**src/assert_macros.svh**
```systemverilog
// ----------------------------------------------------------------------------
// assert_macros.svh
// Assertion macros shared by the RTL of the sorted record table.
// ----------------------------------------------------------------------------
`ifndef ASSERT_MACROS_SVH
`define ASSERT_MACROS_SVH

// Same-cycle implication, held off during reset.
`define ASSERT_IMPL(label, clk, rst_n, ante, cons) \
    label: assert property (@(posedge clk) disable iff (!rst_n) (ante) |-> (cons)) \
        else $error("assertion failed");

// Next-cycle implication, held off during reset.
`define ASSERT_NEXT(label, clk, rst_n, ante, cons) \
    label: assert property (@(posedge clk) disable iff (!rst_n) (ante) |=> (cons)) \
        else $error("assertion failed");

`endif

```
**src/srt_pkg.sv**
```systemverilog
`timescale 1ns / 1ps
`default_nettype none
// ----------------------------------------------------------------------------
// srt_pkg
// Types, codes and the name truncation helper of the sorted record table.
// ----------------------------------------------------------------------------
package srt_pkg;

    localparam int NAME_BYTES = 19;
    localparam int NAME_W     = 8 * NAME_BYTES;

    typedef enum logic [1:0] {
        OP_INSERT = 2'd0,
        OP_REMOVE = 2'd1,
        OP_READ   = 2'd2,
        OP_CLEAR  = 2'd3
    } t_op;

    typedef enum logic [2:0] {
        ST_OK        = 3'd0,
        ST_FULL      = 3'd1,
        ST_EMPTY     = 3'd2,
        ST_NOT_FOUND = 3'd3,
        ST_BAD_POS   = 3'd4
    } t_status;

    // outcome of comparing a stored record against the key
    typedef struct packed {
        logic name_eq;
        logic greater;
    } t_cmp_res;

    // Zero every byte after the first zero byte. Two truncated names compare
    // as big-endian unsigned words exactly as strcmp orders the originals.
    function automatic logic [NAME_W-1:0] trunc_name(input logic [NAME_W-1:0] name);
        logic [NAME_W-1:0] res;
        logic              live;
        res  = '0;
        live = 1'b1;
        for (int k = 0; k < NAME_BYTES; k++) begin
            if (live) begin
                res[NAME_W-1-8*k -: 8] = name[NAME_W-1-8*k -: 8];
            end
            if (name[NAME_W-1-8*k -: 8] == 8'h00) begin
                live = 1'b0;
            end
        end
        return res;
    endfunction

endpackage
`default_nettype wire

```
**src/srt_key_cmp.sv**
```systemverilog
`timescale 1ns / 1ps
`default_nettype none
// ----------------------------------------------------------------------------
// srt_key_cmp
// Orders a stored record against the key: name first, then volume.
// ----------------------------------------------------------------------------
module srt_key_cmp
    import srt_pkg::*;
#(
    parameter int VOL_W = 16
) (
    input  wire logic [NAME_W-1:0] i_rec_name,
    input  wire logic [VOL_W-1:0]  i_rec_vol,
    input  wire logic [NAME_W-1:0] i_key_tr,    // key, already truncated
    input  wire logic [VOL_W-1:0]  i_key_vol,
    output t_cmp_res               o_res
);

    logic [NAME_W-1:0] rec_tr;

    assign rec_tr        = trunc_name(i_rec_name);
    assign o_res.name_eq = (rec_tr == i_key_tr);
    assign o_res.greater = (rec_tr > i_key_tr) ||
                           ((rec_tr == i_key_tr) && (i_rec_vol > i_key_vol));

endmodule
`default_nettype wire

```
**config.mk**
```make
export PLATFORM = sky130hd
export DESIGN_NAME = srt_key_cmp
export DESIGN_NICKNAME = d
export VERILOG_FILES = /design/src/assert_macros.svh /design/src/srt_pkg.sv /design/src/srt_key_cmp.sv
export SDC_FILE = /design/constraint.sdc
export NUM_CORES = 1
export LEC_CHECK = 0
export BUFFER_PORTS_ARGS = -buffer_cell sky130_fd_sc_hd__buf_2
export CAP_MARGIN = 20
export CORE_AREA = 2 2 131 133
export DETAILED_ROUTE_END_ITERATION = 16
export DIE_AREA = 0 0 133 135
export GPL_TIMING_DRIVEN = 0
export PLACE_DENSITY = 0.66
export SYNTH_ARGS = -nofsm -noshare
export SYNTH_HDL_FRONTEND = slang
export SYNTH_SLANG_ARGS = --single-unit
```
**constraint.sdc**
```tcl
create_clock -name vclk -period 5.35
set_clock_uncertainty 0.1 [all_clocks]
set_input_delay 0.535 -clock vclk [all_inputs]
set_output_delay 0.535 -clock vclk [all_outputs]
set_load 0.02 [all_outputs]
```
==> results of run 1 <==
worst paths after layout:
path / slack, ps / to / startpoint / cells after the start
min: 1750 / o_res[0] / i_rec_vol[15] / 5
max: 240 / o_res[0] / i_rec_name[140] / 20
per-layer routing:
metal / GRT usage (%) / routed length (um) / up-vias
met5: 0 / 0 / -
met4: 3.70 / 375 / 0
met3: 3.19 / 1320 / 27
met2: 38.5 / 9350 / 225
met1: 23.2 / 8040 / 2932
li1: - / - / 3593
power by group through the flow:
stage,Combinational [mW],Clock (mW),Sequential (mW)
after global routing,0.607,0,0
after detailed placement,0.516,0,0
after CTS,0.524,0,0
after floorplan,0.307,0,0
after global placement,0.508,0,0
final,0.525,0,0
cell families after synthesis:
| family | count (synthesis) | synth area share (%) |
|---|---|---|
| simple gates | 341 | 35.2 |
| buf+inv | 181 | 12.3 |
| fa+ha+maj | 168 | 36.7 |
| compound gates | 141 | 15.9 |
cell type report:
cell class         instances  area share, %
plain buffers              8          0.674
inverters                173           8.32
multi-input cells        650           65.5
well taps                220           3.53
repair buffers           341           22.0
synth_stat cells, drive strengths merged (2+ instances only):
master,number
a21boi,3
or4,7
nor2b,4
o2111ai,3
nor4,35
nand2b,2
a31oi,3
a21oi,55
nand2,48
o211ai,4
a211oi,11
nor2,29
a22oi,2
buf,3
o21ai,28
nand4,20
and2b,3
and2,96
ha,168
clkbuf,5
o221a,2
or3,2
a21o,21
nand3,20
and3,54
inv,173
nor3,13
and4,5
layout by cell type (no fill, tap or decap), types with 3 or more instances in the layout:
cell type | synthesis | layout
a31oi_1 | 3 | 3
nand2_1 | 45 | 45
and2_2 | 17 | 17
a21o_1 | 20 | 20
nand2_2 | 3 | 3
buf_4 | 0 | 3
o2111ai_1 | 3 | 3
and3_1 | 34 | 34
ha_1 | 168 | 168
nor3_1 | 13 | 11
buf_2 | 0 | 338
o211ai_1 | 4 | 4
and3_2 | 19 | 19
nor2b_1 | 4 | 3
inv_1 | 173 | 173
and4_1 | 5 | 5
o21ai_0 | 28 | 28
clkbuf_1 | 5 | 5
nand4_1 | 20 | 20
buf_6 | 3 | 3
nor2_1 | 28 | 27
nor4_2 | 2 | 3
or4_1 | 7 | 6
a21oi_1 | 55 | 54
and2_1 | 78 | 77
nand3_1 | 19 | 19
a211oi_1 | 11 | 11
nor4_1 | 33 | 30
what timing repair did:
item / 4_1_cts / 5_1_grt
gates cloned: 0 / 0
pin swaps: 2 / 9
setup endpoints to repair: 2 / 1
gates resized for setup: 7 / 11
hold endpoints to repair: 0 / 0
buffers inserted: 1 / 2
worst min-delay path, cell delays in order:
cell and delay (ps):
buf_2 80, ha_1 180, o211ai_1 130, a21oi_2 200, buf_2 190
==> summary.md, run 1 <==
| Metric | Value |
|---|---|
| RSZ-0062 raised after global routing | `false` |
| Total Die Area | `18000 um^2` |
| Vias | `6777` |
| Die Y | `135 um` |
| Starting Density | `34.9%` |
| Placed cell area | `7700 um^2` |
| Ant diodes | `0` |
| Netlist cell types | `50` |
| Hold Buf Count CTS | `0` |
| Global-route wire length before repair | `30.1 mm` |
| ANT nets after route | `0` |
| Vias per inst | `4.87` |
| Core box area | `16400 um^2` |
| Layout Nets | `1678` |
| Vias in the first global route | `6741` |
| Total GRT Usage | `20.0%` |
| Overall power | `525 uW` |
| Critical Path RT | `4720 ps` |
| Comb power frac | `100.0%` |
| Post-Syn Instances | `831` |
| Cell area after synthesis | `5730 um^2` |
| HP Class | `in -> out` |
| Sw Pwr | `254 uW` |
| Max cap viols | `0` |
| Layout cells sized above 1 | `34.7%` |
| VDD IR max | `0.0301 mV` |
| Top-level I/O count | `338` |
| Core Util, Final | `47.5%` |
| Largest net degree at the start of global routing | `11` |
| Total global routing overflow | `0` |
| Worst Path Buf+Inv | `3` |
| Worst path arrival time | `4470 ps` |
| Final worst slack | `242 ps` |
| Antenna violations before repair | `0` |
| Total Neg Setup Slack | `0 ps` |
| TritonRoute pass-1 iters | `6` |
| Number of fill cells | `1719` |
| CP peak stage delay | `330 ps` |
| Status | `completed` |
| GPL Wtd Cong | `0.920` |
| Crit start category | `primary input` |
| Chip Width | `133 um` |
| Final setup violation count | `0` |
| Crit Path Category | `in -> out` |
| Crit path time final | `5110 ps` |
| Drt wl/cell | `13.7 um` |
| Critical path cell sequence | `buf_2 > nor4_4 > nand2_2 > and3_1 > buf_6 > a21boi_4 > nor2b_4 > and2b_4 > and2b_2 > and2_1 > ha_1 > nand2_1 > nor4_4 > nand4_1 > nor4_2 > a32oi_1 > a31oi_1 > nor3_2 > a21oi_2 > buf_2` |
| HPWL after DPL | `17.7 mm` |
| Cell-internal power | `271 uW` |
| Area of the multi-input gates | `5110 um^2` |
| Slowest library cell on the worst path | `nor4_4` |
| Layout clock buffers | `0` |
| Sequential cell area fraction in the yosys report | `0%` |
| Storage cell area | `0 um^2` |
| DP Cell Count | `1389` |
| Clock network power share | `0%` |
| Leak Pwr | `4.70 nW` |
| Period utilisation layout | `95.5%` |
| Final hold vios | `0` |
| Slew HR | `55.2%` |
| Residual DRC | `0` |
| Dpl ws | `-420 ps` |
| Post-Syn Nets | `1335` |
| Pins Over Slew Limit | `0` |
| IO buf count | `338` |
| Maximum clock rate | `196 MHz` |
| Drt total wl | `19.1 mm` |
| Layout Area Growth over Synthesis | `36.2%` |
| Top cell family by delay on the critical path | `simple AND/OR/NAND/NOR gates` |
| Worst-Margin Slew | `671 ps` |
| Max FO, Critical Path | `10` |
| Synth top area share | `36.7%` |
| Number of core rows | `47` |
| Worst hold-check slack | `1750 ps` |
| Crit. End Element | `primary output` |
| Num sequential | `0` |
| 1st-iter DRT viols | `215` |
| Sequential power share | `0%` |
| Fin area | `7800 um^2` |
| Yosys warnings | `0` |
| Pwr Density | `67.3 nW/um^2` |
| Sw frac | `48.3%` |
| Mapped Avg Cell Area | `6.89 um^2` |
| Area contributors post-synth | `ha_1 37%, inv_1 11%, and2_1 8.5%` |
| Area leader, netlist | `ha_1` |
| Final non-filler cell total | `1392` |
(Power assumes the default switching activity.)
==> run 2, diff against run 1 <==
Settings changed: PLACE_DENSITY 0.66 to 0.77, SLEW_MARGIN from default to 20.
==> summary.md, run 2 (synthesis gave the netlist of run 1 again) <==
| Metric | Value |
|---|---|
| Crit Path Category | `in -> out` |
| Total global routing overflow | `0 (unchanged)` |
| Most frequent cells in the layout | `337 x buf_2, 173 x inv_1, 159 x ha_1` |
| DP Cell Count | `1389 (unchanged)` |
| Crit. End Element | `primary output` |
| Area of the multi-input gates | `5350 um^2 (+4.7%)` |
| Worst Hold Path Cells | `5 (unchanged)` |
| Worst-Margin Slew | `623 ps (-48.0 ps)` |
| HPWL after DPL | `17.8 mm (+0.76%)` |
| Worst path arrival time | `4450 ps (-20 ps)` |
| Crit start category | `primary input` |
| Number of core rows | `47 (unchanged)` |
| CP peak stage delay | `390 ps (+60 ps)` |
| Top-level I/O count | `338 (unchanged)` |
| Fin area | `8170 um^2 (+4.7%)` |
| Commonest non-fill, non-tap cell in the layout | `buf_2` |
| Total Neg Setup Slack | `0 ps (unchanged)` |
| Leak Pwr | `4.82 nW (+2.6%)` |
| Total Die Area | `18000 um^2 (unchanged)` |
| Status | `completed` |
| Slowest library cell on the worst path | `or4_1` |
| Drt wl/cell | `14.2 um (+3.5%)` |
| Layout clock buffers | `0 (unchanged)` |
| Pins Over Slew Limit | `0 (unchanged)` |
| Pwr Density | `68.6 nW/um^2 (+2.0%)` |
| Max cap viols | `0 (unchanged)` |
| Final non-filler cell total | `1409 (+1.2%)` |
| Crit path time final | `5090 ps (-18.9 ps)` |
| Number of fill cells | `1612 (-6.2%)` |
| GPL Wtd Cong | `0.896 (-2.6%)` |
| Layout Area Growth over Synthesis | `42.5%` |
| Critical Path RT | `4720 ps (about the same)` |
| TritonRoute pass-1 iters | `4 (-2)` |
| Layout cells sized above 1 | `38.1% (+3.4 points)` |
| IO buf count | `338 (unchanged)` |
| Residual DRC | `0 (unchanged)` |
| Chip Width | `133 um (unchanged)` |
| Total GRT Usage | `20.3% (+0.39 points)` |
| Antenna violations before repair | `4 (+4)` |
| Final hold vios | `0 (unchanged)` |
| Final setup violation count | `0 (unchanged)` |
| Slew HR | `58.1% (+2.9 points)` |
| Num sequential | `0 (unchanged)` |
| Largest net degree at the start of global routing | `11 (unchanged)` |
| Hold Buf Count CTS | `0 (unchanged)` |
| Vias in the first global route | `6920 (+2.7%)` |
| Period utilisation layout | `95.1% (-0.35 points)` |
| Critical path cell sequence | `buf_2 > nor4_4 > nand2_2 > and3_4 > a21boi_4 > buf_12 > and4_1 > buf_6 > and3_4 > buf_6 > a21boi_4 > and2_4 > ha_1 > nand3_2 > nor3_1 > or4_1 > a21o_1 > a32oi_2 > a31oi_2 > nor3_4 > a21oi_2 > buf_6` |
| Storage cell area | `0 um^2 (unchanged)` |
| 1st-iter DRT viols | `197 (-8.4%)` |
| Global-route wire length before repair | `30.7 mm (+2.0%)` |
| Core box area | `16400 um^2 (unchanged)` |
| Max FO, Critical Path | `9 (-1)` |
| Maximum clock rate | `197 MHz (+0.37%)` |
| HP Class | `in -> out` |
| Placed cell area | `7700 um^2 (unchanged)` |
| Worst hold-check slack | `1660 ps (-89.3 ps)` |
| Core Util, Final | `49.8% (+2.2 points)` |
| Layout Nets | `1692 (+0.83%)` |
| Drt total wl | `20.0 mm (+4.8%)` |
| Most frequent CP cell | `buf_6` |
| Vias | `7051 (+4.0%)` |
| Vias per inst | `5.00 (+2.8%)` |
| VDD IR max | `0.0318 mV (+5.6%)` |
| Die Y | `135 um (unchanged)` |
| ANT nets after route | `0 (unchanged)` |
| Starting Density | `34.9% (unchanged)` |
-- run 2: changes by cell type in the layout (fill, tap and decap cells not counted), moves of 6 or more --
cell | before | now
ha_1 | 168 | 159
ha_4 | 0 | 9
nand2_1 | 45 | 39
and2_4 | 1 | 7
buf_4 | 3 | 15
and2_1 | 77 | 71
nand2_2 | 3 | 9
-- run 2: power by group --
| part | switching, mW | leakage, nW | total (mW) | internal [mW] |
|---|---|---|---|---|
| Combinational | 0.273 | 4.82 | 0.560 | 0.288 |
| Sequential | 0 | 0 | 0 | 0 |
| Clock | 0 | 0.0000190 | 0.0000000752 | 0.0000000752 |
| Total | 0.273 | 4.82 | 0.560 | 0.288 |
-- run 2: area by class of cell --
type	instances	area share, %
Inverter	173	7.95
Timing Repair Buffer	355	22.6
Antenna cell	3	0.0919
Buffer	7	0.506
Tap cell	220	3.37
Multi-Input combinational cell	651	65.5
-- run 2: worst paths after layout --
check,to,slack [ps],startpoint
max,o_res[0],260,i_rec_name[148]
min,o_res[0],1660,i_rec_vol[15]
-- run 2: stage by stage --
step                      worst slack, ps  power [mW]
after floorplan                       727       0.307
after global placement               -578       0.505
after detailed placement             -692       0.520
after CTS                            18.7       0.529
after global routing                -7.22       0.638
final                                 261       0.560
-- run 2: layer usage --
| layer | global-route usage, % | wire [um] |
|---|---|---|
| met5 | 0 | 13 |
| met4 | 3.94 | 383 |
| met3 | 2.89 | 1210 |
| met1 | 23.3 | 8180 |
| met2 | 40.0 | 10200 |
-- run 2: timing repair --
item                       4_1_cts  5_1_grt
pin swaps                        4       22
cloned                           1        0
buffers inserted                 2       15
resized for setup               11       44
setup endpoints to repair        2        2
-- run 2: critical path, delay by kind of cell --
kind	cells	cell delay, ps
compound gates	6	890
fa+ha+maj	1	290
simple gates	10	2040
buf+inv	5	680
